<file path="src/swpb_divider.sv">
// restoring divider for glide increments, one quotient bit per cycle
`timescale 1ns / 1ps
module swpb_divider (
    input  logic               clk,
    input  logic               rst_n,
    input  logic               start,
    input  logic signed [34:0] dividend,
    input  logic [15:0]        divisor,
    output logic               done,
    output logic signed [34:0] quotient
);

    logic [34:0] rem_reg, rem_next;
    logic [34:0] quo_reg, quo_next;
    logic [5:0]  cnt_reg, cnt_next;
    logic        neg_reg, neg_next;
    logic        busy_reg, busy_next;
    logic [15:0] dsr_reg, dsr_next;
    logic        done_reg, done_next;
    logic [35:0] trial;

    always_comb
    begin
        rem_next  = rem_reg;
        quo_next  = quo_reg;
        cnt_next  = cnt_reg;
        neg_next  = neg_reg;
        busy_next = busy_reg;
        dsr_next  = dsr_reg;
        done_next = 1'b0;
        trial     = {rem_reg, quo_reg[34]} - {20'd0, dsr_reg};
        if (start)
        begin
            neg_next  = dividend[34];
            quo_next  = dividend[34] ? 35'(-dividend) : dividend;
            rem_next  = '0;
            dsr_next  = divisor;
            cnt_next  = 6'd35;
            busy_next = 1'b1;
        end
        else if (busy_reg)
        begin
            if (!trial[35])
            begin
                rem_next = trial[34:0];
                quo_next = {quo_reg[33:0], 1'b1};
            end
            else
            begin
                rem_next = {rem_reg[33:0], quo_reg[34]};
                quo_next = {quo_reg[33:0], 1'b0};
            end
            cnt_next = cnt_reg - 6'd1;
            if (cnt_reg == 6'd1)
            begin
                busy_next = 1'b0;
                done_next = 1'b1;
            end
        end
    end

    always_ff @(posedge clk or negedge rst_n)
    begin
        if (!rst_n)
        begin
            busy_reg <= 1'b0;
            done_reg <= 1'b0;
            cnt_reg  <= '0;
        end
        else
        begin
            busy_reg <= busy_next;
            done_reg <= done_next;
            cnt_reg  <= cnt_next;
        end
    end

    always_ff @(posedge clk)
    begin
        rem_reg <= rem_next;
        quo_reg <= quo_next;
        neg_reg <= neg_next;
        dsr_reg <= dsr_next;
    end

    assign done     = done_reg;
    assign quotient = neg_reg ? 35'(-quo_reg) : quo_reg;

endmodule

</file>
<file path="config.mk">
export PLATFORM = sky130hd
export DESIGN_NAME = swpb_divider
export DESIGN_NICKNAME = d
export VERILOG_FILES = /design/src/swpb_divider.sv
export SDC_FILE = /design/constraint.sdc
export NUM_CORES = 1
export LEC_CHECK = 0
export ABC_AREA = 1
export ABC_CLOCK_PERIOD_IN_PS = 5700
export CAP_MARGIN = 20
export CORE_MARGIN = 5
export CORE_UTILIZATION = 56
export DETAILED_ROUTE_END_ITERATION = 8
export DONT_BUFFER_PORTS = 1
export PLACE_DENSITY = 0.71
export SYNTH_ARGS = -nofsm -noshare
export SYNTH_HDL_FRONTEND = slang
export SYNTH_SLANG_ARGS = --single-unit
</file>
<file path="constraint.sdc">
create_clock -name clk -period 5.7 [get_ports clk]
set_input_delay 1.14 -clock clk [delete_from_list [all_inputs] [get_ports clk]]
set_output_delay 1.14 -clock clk [all_outputs]
set_load 0.005 [all_outputs]
</file>
==> results of run 1 <==
how the worst min path moves through the flow:
stage,to,slack [ns],depth (start not counted)
finish,cnt_reg[1],0.47,0
global placement,rem_reg[11],0.46,2
global route,cnt_reg[1],0.46,0
CTS,cnt_reg[5],0.46,0
floorplan,rem_reg[10],0.45,2
detailed placement,rem_reg[14],0.47,2
routing by layer:
layer | up-vias | part of all wire | GRT usage
met2 | 179 | 0.47 | 0.400
met4 | 2 | 0.023 | 0.0871
met5 | - | 0.00095 | 0
li1 | 3700 | - | -
met3 | 34 | 0.062 | 0.0513
met1 | 3172 | 0.45 | 0.312
critical path: stages (launching register included):
cell,delay [ns]
edfxtp_1,0.46
nor2_1,0.25
nand4_1,0.15
nor3_1,0.21
nand2_1,0.16
nor3_1,0.32
o21ai_0,0.17
xor2_1,0.21
stage by stage:
step	utilization	total power [uW]	instance area, um^2
2_1_floorplan	-	2560	7590
3_3_place_gp	0.580	2910	7680
3_5_place_dp	0.580	2920	7680
4_1_cts	0.600	3490	7950
5_1_grt	0.602	3840	7970
6_report	0.602	3500	7970
power by group:
part	switching (uW)	internal [uW]
Combinational	1260	646
Sequential	136	888
Clock	269	296
Total	1670	1830
layout by cell type, fill, tap and decap left out, types with 16 or more instances in the layout:
master,netlist,final
a21oi_1,36,36
dfxtp_1,35,35
edfxtp_1,52,52
ha_1,20,20
inv_1,158,158
inv_2,19,19
nand2_1,376,376
nand3_1,106,106
nand4_1,23,23
nor2_1,111,110
nor3_1,16,16
o21ai_0,52,52
xnor2_1,17,17
xor2_1,48,48
cell type report:
class                   count  share of cell area
well taps                 176              0.0276
repair buffers              3             0.00439
inverters                 181              0.0852
flip-flops and latches     95               0.309
diodes                      1            0.000314
clock inverters             5             0.00424
multi-input cells         866               0.540
clock buffers              11              0.0292
logic make-up (layout without fill, tap and decap cells):
logic type | after synthesis | in the layout | share of synthesized area
other | 0 | 1 | 0
buffers and inverters | 213 | 200 | 0.109
AND/OR/NAND/NOR | 660 | 660 | 0.370
flip-flops | 95 | 95 | 0.324
XOR/XNOR | 65 | 65 | 0.0750
adder cells (fa/ha/maj) | 21 | 21 | 0.0356
AO/OA/AOI/OAI | 120 | 120 | 0.0862
==> summary.txt, run 1 <==
Floorplan
  • Ports: 90
  • Core footprint: about 13000 um^2
  • Die Area: 16000 um^2
  • Site row count: between 40 and 50
  • Initial core utilization: 0.573
  • Die Wd: around 130 um
  • Die Y: 126 um

Synth
  • Register area share after synthesis: 0.324
  • Most used DFF post-synth: edfxtp_1
  • Cells after synthesis: 1174
  • Yosys top cell area share: 0.206
  • Commonest cells post-synth: 376 x nand2_1, 158 x inv_1, 111 x nor2_1
  • Cell Area, Synth: 7590 um^2
  • EDFF count, synth: 52
  • Syn_nets: 1249
  • #FFs+latches synth: 95
  • Syn avg cell area: 6.47 um^2
  • Asr flop ratio synth: 0.0842
  • Ys Warns: 0
  • Most common cell in the synthesized netlist: nand2_1
  • Top post-synthesis cells by area: edfxtp_1 21%, nand2_1 19%, dfxtp_1 9.2%, inv_1 7.8%, nand3_1 7.0%
  • Unique masters post-synth: 44
  • Yosys top cell by area: edfxtp_1

Route
  • Total Routed Length: 18900 um
  • Pre-antenna DRT Iters: 5
  • 1st-iter DRT viols: 477
  • Antenna Nets Post-Route: 0
  • DRC violations left: 0
  • DR WL/cell: 14.1 um
  • Via density: 5.30
  • Via count: 7087

Critical path
  • WP data required: 4.56 ns
  • Crit. Startpoint: quo_reg[10]
  • Startpoint types: flip-flop
  • Reg2Reg Depth: 12
  • Arrival time at the worst endpoint: 2.29 ns
  • Setup crit end kind: output pin
  • Crit path to: quotient[29]
  • Worst-path fanout max: 4
  • CP Class: flip-flop to output pin
  • Reg2reg start: dsr_reg[14]
  • RR Endpoint: rem_reg[11]
  • R2R Setup Slk: 2.71 ns

Hold path
  • Hold crit path type: primary input to asynchronous set/reset pin

Timing
  • Fin. Hold Viols: 0
  • Fin crit share: 0.602
  • Slew @ Worst Pin: 0.970 ns
  • Final setup viols: 0
  • Clk_skew: 0.00923 ns
  • Final WS setup: 2.27 ns
  • Max-slew violation count: 0
  • Rel. slew slack: 0.352
  • Hold slack final: between 0.4 and 0.5 ns
  • RSZ-0062 raised after global routing: no
  • FMAX: 291 MHz
  • Post-route minimum period: 3.43 ns
  • Setup TNS: 0 ns

Pwr
  • Leak: 0.00401 uW
  • PD cells: roughly 440 nW/um^2
  • Peak VDD IR: 0.246 mV

Placement
  • IO Port Bufs: 0
  • Routability cong.: between 0.9 and 1
  • Pre-CTS setup slack: 2.65 ns
  • Placed Cells: around 1.3k
  • DP Wirelength: 14200 um

Clocking
  • CTS Hold Bufs: 0
  • Clock Tree Buf Depth: 2
  • Post-CTS Resized: 0
  • Clock Latency Late Sink: 0.36 ns
  • H-tree Lvls: 3
  • Worst-path clk slew: 0.07 ns
  • CTS Root Cell: clkbuf_16
  • TritonCTS sink count: 95
  • CTS Buf Count: 9
  • Postcts setup bufs: 0
  • CTS tree: done

Final layout
  • Layout cells sized above 1: 0.0465
  • Non-Filler Instances: 1338
  • Fillers: ~1.4k
  • Area Overhead vs Synth: 4.99%
  • Reg area: 2460 um^2
  • Net count reported at finish: 1231
  • Multi-input gate area: 4310 um^2

Run
  • MaxCap Viol Count: 0

Global route
  • Total GRT Usage: 0.241
  • Pin count of the biggest net entering global routing: 70
  • Initial antenna violation count: 2
  • Vias in the first global route: 6692
  • GRT overflow: 0
  • First-pass GRT wire length: 31900 um

Run status
  • Status: complete, no violations
No activity file was read; power rests on OpenSTA's default activity.
==> inputs of run 2 (changes only) <==
--- a/config.mk
+++ b/config.mk
@@ -5,8 +5,8 @@
 export SDC_FILE = /design/constraint.sdc
 export NUM_CORES = 1
 export LEC_CHECK = 0
-export ABC_AREA = 1
-export ABC_CLOCK_PERIOD_IN_PS = 5700
+export ABC_AREA = 0
+export ABC_CLOCK_PERIOD_IN_PS = 3300
 export CAP_MARGIN = 20
 export CORE_MARGIN = 5
 export CORE_UTILIZATION = 56
==> constraint.sdc (replaced) <==
create_clock -name clk -period 3.3 [get_ports clk]
set_input_delay 0.66 -clock clk [delete_from_list [all_inputs] [get_ports clk]]
set_output_delay 0.66 -clock clk [all_outputs]
set_load 0.005 [all_outputs]
==> run 2 against run 1 <==
  * The run now ends with negative setup slack left
  * Die area fell by 14%
  * Clock skew fell by 0.0013 ns
  * Worst setup slack got worse by 3.0 ns
  * Flip-flop and latch count did not move
  * Non-clock buffer count rose by 35
  * Power rose by 57%
  * Count of clock-buffer cells in the layout rose by 4
  * Global-route usage fell by 1.6 points
  * Area after synthesis fell by 15%
  * Sequential power rose by 82%
  * Critical endpoint is now quotient[32]
  * Highest routed layer is now met4
==> summary.txt, run 2 <==
Synth
  • Yosys top cell area share: 0.241
  • EDFF count, synth: 52
  • Asr flop ratio synth: 0.0842
  • Unique masters post-synth: 67
  • Syn_nets: between 800 and 900
  • Top post-synthesis cells by area: edfxtp_1 24%, dfxtp_1 11%, xnor2_1 6.5%, xor2_1 5.3%, nor2_1 5.2%
  • Syn avg cell area: 8.76 um^2
  • Yosys top cell by area: edfxtp_1
  • Most common cell in the synthesized netlist: nor2_1
  • Commonest cells post-synth: 90 x nor2_1, 52 x edfxtp_1, 52 x nand2_1
  • Ys Warns: 0
  • Cell Area, Synth: 6480 um^2
  • #FFs+latches synth: 95
  • Most used DFF post-synth: edfxtp_1
  • Register area share after synthesis: 0.380
  • Cells after synthesis: 740

Pwr
  • Clock share of power: 0.173
  • Sw Ratio: 0.401
  • Internal: 3290 uW
  • PD cells: 732 nW/um^2
  • Leak: about 0.0029 uW
  • Sw Pwr: roughly 2200 uW
  • Logic pwr share: 0.489
  • Peak VDD IR: 0.501 mV
  • Sequential power share: 0.338

Timing
  • Post-route minimum period: 4.02 ns
  • Clk_skew: 0.00797 ns
  • Slew @ Worst Pin: 0.938 ns
  • Rel. slew slack: 0.372
  • Hold slack final: 0.390 ns
  • Final WS setup: -0.716 ns
  • Fin. Hold Viols: 0
  • Fin crit share: 1.22
  • Max-slew violation count: 0
  • RSZ-0062 raised after global routing: yes
  • Final setup viols: 23
  • FMAX: 249 MHz

Global route
  • GRT overflow: 0
  • Vias in the first global route: 5403
  • First-pass GRT wire length: 26300 um
  • Pin count of the biggest net entering global routing: 117
  • Total GRT Usage: 0.225
  • Initial antenna violation count: 0

Final layout
  • Area Overhead vs Synth: 15.8%
  • Non-Filler Instances: roughly 900
  • ANT cells: 0
  • Layout cells sized above 1: 0.159
  • Fillers: between 900 and 1k
  • Most frequent cells in the layout: 87 x nor2_1, 52 x edfxtp_1, 51 x a21oi_1
  • End-of-flow core utilization: 0.660
  • Most common cell after layout, fill and taps aside: nor2_1
  • Fin area: 7510 um^2
  • Net count reported at finish: 825

Hold path
  • Hold crit path type: primary input to flip-flop
  • Hold depth: 1

Clocking
  • CTS Root Cell: clkbuf_16
  • TritonCTS sink count: 95
  • CTS tree: done
  • H-tree Lvls: 3
  • CTS Buf Count: 9
  • Worst-path clk slew: 0.06 ns
  • Clock Latency Late Sink: 0.35 ns
  • Clock Tree Buf Depth: 2

Critical path
  • Critical-path cell list: or4_4 > or4_4 > or2_4 > buf_4 > or4_4 > nor2_4 > nand2_2 > o31ai_2 > xnor2_1
  • Top delay family on crit path: simple AND/OR/NAND/NOR gates
  • CP Class: flip-flop to output pin
  • Worst-path fanout max: 3
  • Buf+Inv Stages, Crit Path: 1
  • Reg2Reg Depth: 10
  • Startpoint types: flip-flop
  • Slowest stage delay, CP: 0.55 ns
  • Setup crit end kind: output pin
  • Arrival time at the worst endpoint: around 3.4 ns
  • WP data required: 2.64 ns
  • Cell mode on critical path: or4_4
  • Worst path depth: 9
  • Slowest stage cell, crit path: or4_4

Run status
  • Status: finished with violations
  • Violations in the final reports: negative setup slack

Run
  • MaxCap Viol Count: 0

Route
  • Pre-antenna DRT Iters: 5
  • Total Routed Length: 16600 um
  • Via density: roughly 6.4
  • Antenna Nets Post-Route: 0
  • DRC violations left: 0
  • Via count: 5769
  • DR WL/cell: approximately 18 um
  • 1st-iter DRT viols: 537

Placement
  • IO Port Bufs: 0
  • Placed Cells: between 800 and 900
  • DP Wirelength: 11200 um
  • Pre-CTS setup slack: -0.334 ns
  • Dpl cell area: 6750 um^2
  • Routability cong.: ~0.88

Floorplan
  • Ports: 90
  • Die Y: 118 um
  • Die Area: 13800 um^2
  • Initial core utilization: 0.570
  • Die Wd: 118 um
  • Site row count: 39
  • Core footprint: ~11000 um^2
[run 2: cell count changes after synthesis, moves of 17 or more]
cell     change
inv_2       -19
nand4_1     -17
xnor2_1     +31
nand2_1    -324
nand3_1     -87
nor2_1      -21
o21ai_0     -18
inv_1      -125
[run 2: repair_timing]
action	4_1_cts	5_1_grt
endpoints found under the setup margin	23	33
hold endpoints to repair	8	0
resized for setup	41	37
buffers inserted	6	2
pin swaps	18	22
hold buffers	1	0
[run 2: cell type report]
type	count	area, um^2	share of cell area
clock buffer	15	258	0.0343
tap	143	179	0.0238
inverter	34	128	0.0170
timing repair buffer	38	315	0.0420
multi-input combinational	572	4160	0.554
sequential	95	2460	0.328
clock inverter	1	7.51	0.00100
[run 2: cell families after synthesis]
logic type,synth area share
xor+xnor,0.118
buf+inv,0.0428
mux,0.0141
compound gates,0.196
flops,0.380
simple gates,0.208
fa+ha+maj,0.0417
[run 2: per-stage QoR]
step	TNS [ns]	total power, uW
4_1_cts	-11.25	5410
2_1_floorplan	-1.15	3730
3_5_place_dp	-2.09	4400
3_3_place_gp	-1.65	4330
6_report	-12.33	5500
5_1_grt	-14.09	5910
[run 2: routing by layer]
| metal | part of all wire | track usage |
|---|---|---|
| met1 | 0.41 | 0.289 |
| met2 | 0.50 | 0.380 |
| met3 | 0.059 | 0.0418 |
| met4 | 0.022 | 0.0824 |
| met5 | 0 | 0 |
[run 2: power groups by stage]
stage	Combinational [uW]	Sequential (uW)	Clock (uW)
finish	2690	1860	953
global route	2980	1890	1030
CTS	2610	1830	976
detailed placement	2560	1840	0
global placement	2500	1830	0
floorplan	1990	1740	0
[run 2: path summary, 6_finish.rpt]
check | from | endpoint | slack [ns]
worst max-delay path | quo_reg[6] | quotient[32] | -0.72
worst min-delay path | start | rem_reg[6] | 0.39
worst max register to register | rem_reg[3] | rem_reg[31] | 0.21
worst min register to register | rem_reg[13] | rem_reg[13] | 0.49
max in group asynchronous | rst_n | cnt_reg[4] | 2.37
min in group asynchronous | rst_n | cnt_reg[2] | 0.67
==> inputs of run 3 (changes only) <==
--- a/config.mk
+++ b/config.mk
@@ -5,13 +5,14 @@
 export SDC_FILE = /design/constraint.sdc
 export NUM_CORES = 1
 export LEC_CHECK = 0
-export ABC_AREA = 0
+export ABC_AREA = 1
 export ABC_CLOCK_PERIOD_IN_PS = 3300
 export CAP_MARGIN = 20
 export CORE_MARGIN = 5
 export CORE_UTILIZATION = 56
 export DETAILED_ROUTE_END_ITERATION = 8
 export DONT_BUFFER_PORTS = 1
+export MAX_ROUTING_LAYER = met4
 export PLACE_DENSITY = 0.71
 export SYNTH_ARGS = -nofsm -noshare
 export SYNTH_HDL_FRONTEND = slang
==> run 3 against run 2 <==
  * The run now ends clean
  * Global-route usage up 2.4 points
  * Count of clock-buffer cells in the layout decreased by 5
  * Die area rose by 16%
  * Non-clock buffer count shrank 26
  * Wire length is 16% higher
  * Critical path depth shrank 1
  * Largest cell class unchanged
  * Critical endpoint is now quotient[19]
  * Power is 14% higher
  * Clock skew fell by 0.0018 ns
  * Register-to-register slack gained 0.45 ns
  * Largest power group unchanged
  * Fmax rose by 37%
  * Clock power grew 15%
==> summary.txt, run 3 (synthesis results as in run 1) <==
Placement
  • Dpl cell area: around 7800 um^2
  • DP Wirelength: 14600 um
  • IO Port Bufs: 0
  • Placed Cells: 1329
  • Routability cong.: 0.956

Timing
  • FMAX: between 300 and 400 MHz
  • Fin crit share: 0.885
  • Setup TNS: 0 ns
  • Max-slew violation count: 0
  • Final setup viols: 0
  • RSZ-0062 raised after global routing: no
  • Clk_skew: 0.00615 ns
  • Rel. slew slack: 0.633
  • Post-route minimum period: 2.92 ns
  • Slew @ Worst Pin: 0.547 ns
  • Hold slack final: 0.395 ns
  • Fin. Hold Viols: 0

Clocking
  • Clock Tree Buf Depth: 2
  • Clock Latency Late Sink: 0.36 ns
  • Worst-path clk slew: roughly 0.070 ns
  • Postcts setup bufs: 0
  • H-tree Lvls: 3
  • TritonCTS sink count: 95
  • CTS Buf Count: 9
  • CTS tree: done
  • CTS Root Cell: clkbuf_16

Hold path
  • WHS Endpoint: dsr_reg[2]
  • Hold depth: 0
  • Hold crit path type: primary input to flip-flop
  • Hold_sp: divisor[2]

Route
  • Via density: 5.33
  • Via count: between 7k and 8k
  • DR WL/cell: around 14 um
  • Total Routed Length: 19300 um
  • 1st-iter DRT viols: 474
  • DRC violations left: 0
  • Antenna Nets Post-Route: 0
  • Pre-antenna DRT Iters: 5

Final layout
  • Non-Filler Instances: 1348
  • Fin area: between 8000 and 9000 um^2
  • Layout cells sized above 1: 0.0547
  • Net count reported at finish: 1240
  • Most frequent cells in the layout: 376 x nand2_1, 158 x inv_1, 111 x nor2_1
  • Area Overhead vs Synth: 6.49%
  • Most common cell after layout, fill and taps aside: nand2_1

Critical path
  • Reg2reg start: dsr_reg[10]
  • CP Class: flip-flop to output pin
  • Arrival time at the worst endpoint: 2.26 ns
  • WP data required: 2.64 ns
  • R2R Setup Slk: 0.66 ns
  • Reg2Reg Depth: 17
  • Setup crit end kind: output pin
  • Worst-path fanout max: 4
  • RR Endpoint: rem_reg[18]
  • Startpoint types: flip-flop

Global route
  • GR Util met1: 0.306
  • Met3 usage: 0.0509
  • Met2 GRT Util: 0.401
  • GRT overflow: 0
  • GR peak layer: met2
  • Vias in the first global route: about 6.7k
  • Initial antenna violation count: 2
  • Pin count of the biggest net entering global routing: 70
  • Total GRT Usage: 0.250
  • First-pass GRT wire length: between 30000 and 40000 um

Floorplan
  • Initial core utilization: 0.573
  • Die Area: 16000 um^2
  • Core footprint: 13200 um^2
  • Die Y: about 130 um
  • Site row count: 42
  • Die Wd: 126 um
  • Ports: 90

Pwr
  • Leak: 0.00407 uW
  • Peak VDD IR: 0.376 mV
  • PD cells: about 770 nW/um^2
  • Total power: 6270 uW

Run
  • MaxCap Viol Count: 0

Run status
  • Status: complete, no violations
==> run 3: layout make-up <==
class | count | area, um^2
flip-flops and latches | 95 | 2460
repair buffers | 12 | 105
diodes | 2 | 5.00
inverters | 181 | 679
well taps | 176 | 220
clock inverters | 6 | 66.3
clock buffers | 10 | 239
fillers | 1315 | 5160
multi-input cells | 866 | 4310
==> run 3: per-layer routing <==
metal | share of wire | routed length (um)
met5 | 0 | 0
met4 | 0.035 | 684
met3 | 0.065 | 1270
met2 | 0.46 | 8860
met1 | 0.44 | 8520
==> run 3: how the worst max path moves through the flow <==
| stage | start | endpoint | slack [ns] | cells past startpoint |
|---|---|---|---|---|
| floorplan | quo_reg[4] | quotient[19] | 1.04 | 8 |
| global placement | quo_reg[0] | quotient[19] | 0.66 | 8 |
| detailed placement | quo_reg[0] | quotient[19] | 0.64 | 8 |
| CTS | quo_reg[0] | quotient[19] | 0.24 | 8 |
| global route | quo_reg[0] | quotient[19] | 0.08 | 8 |
| finish | quo_reg[0] | quotient[19] | 0.38 | 8 |
==> run 3: per-stage QoR <==
| step | utilization | worst slack, ns |
|---|---|---|
| 2_1_floorplan | - | 1.04 |
| 3_3_place_gp | 0.586 | 0.660 |
| 3_5_place_dp | 0.586 | 0.644 |
| 4_1_cts | 0.610 | 0.245 |
| 5_1_grt | 0.611 | 0.0834 |
| 6_report | 0.611 | 0.379 |
==> run 3: critical path, stage by stage, from the launching register on <==
cell and delay [ns]:
edfxtp_1 0.42, inv_1 0.15, nand4_1 0.16, nor3_2 0.22, inv_1 0.10, nor3_2 0.22
nand2_1 0.15, o21ai_0 0.23, xor2_1 0.25
==> run 3: power by group <==
group | total, uW | switching (uW) | leakage [uW] | internal [uW]
logic | 3400 | 2230 | 0.00300 | 1170
registers | 1770 | 238 | 0.000932 | 1530
clock network | 1100 | 486 | 0.000143 | 612
==> run 3: timing repair <==
action | 4_1_cts | 5_1_grt
hold buffers | 1 | 0
gates resized for setup | 0 | 1
hold endpoints to repair | 8 | 0
endpoints found under the setup margin | 0 | 1
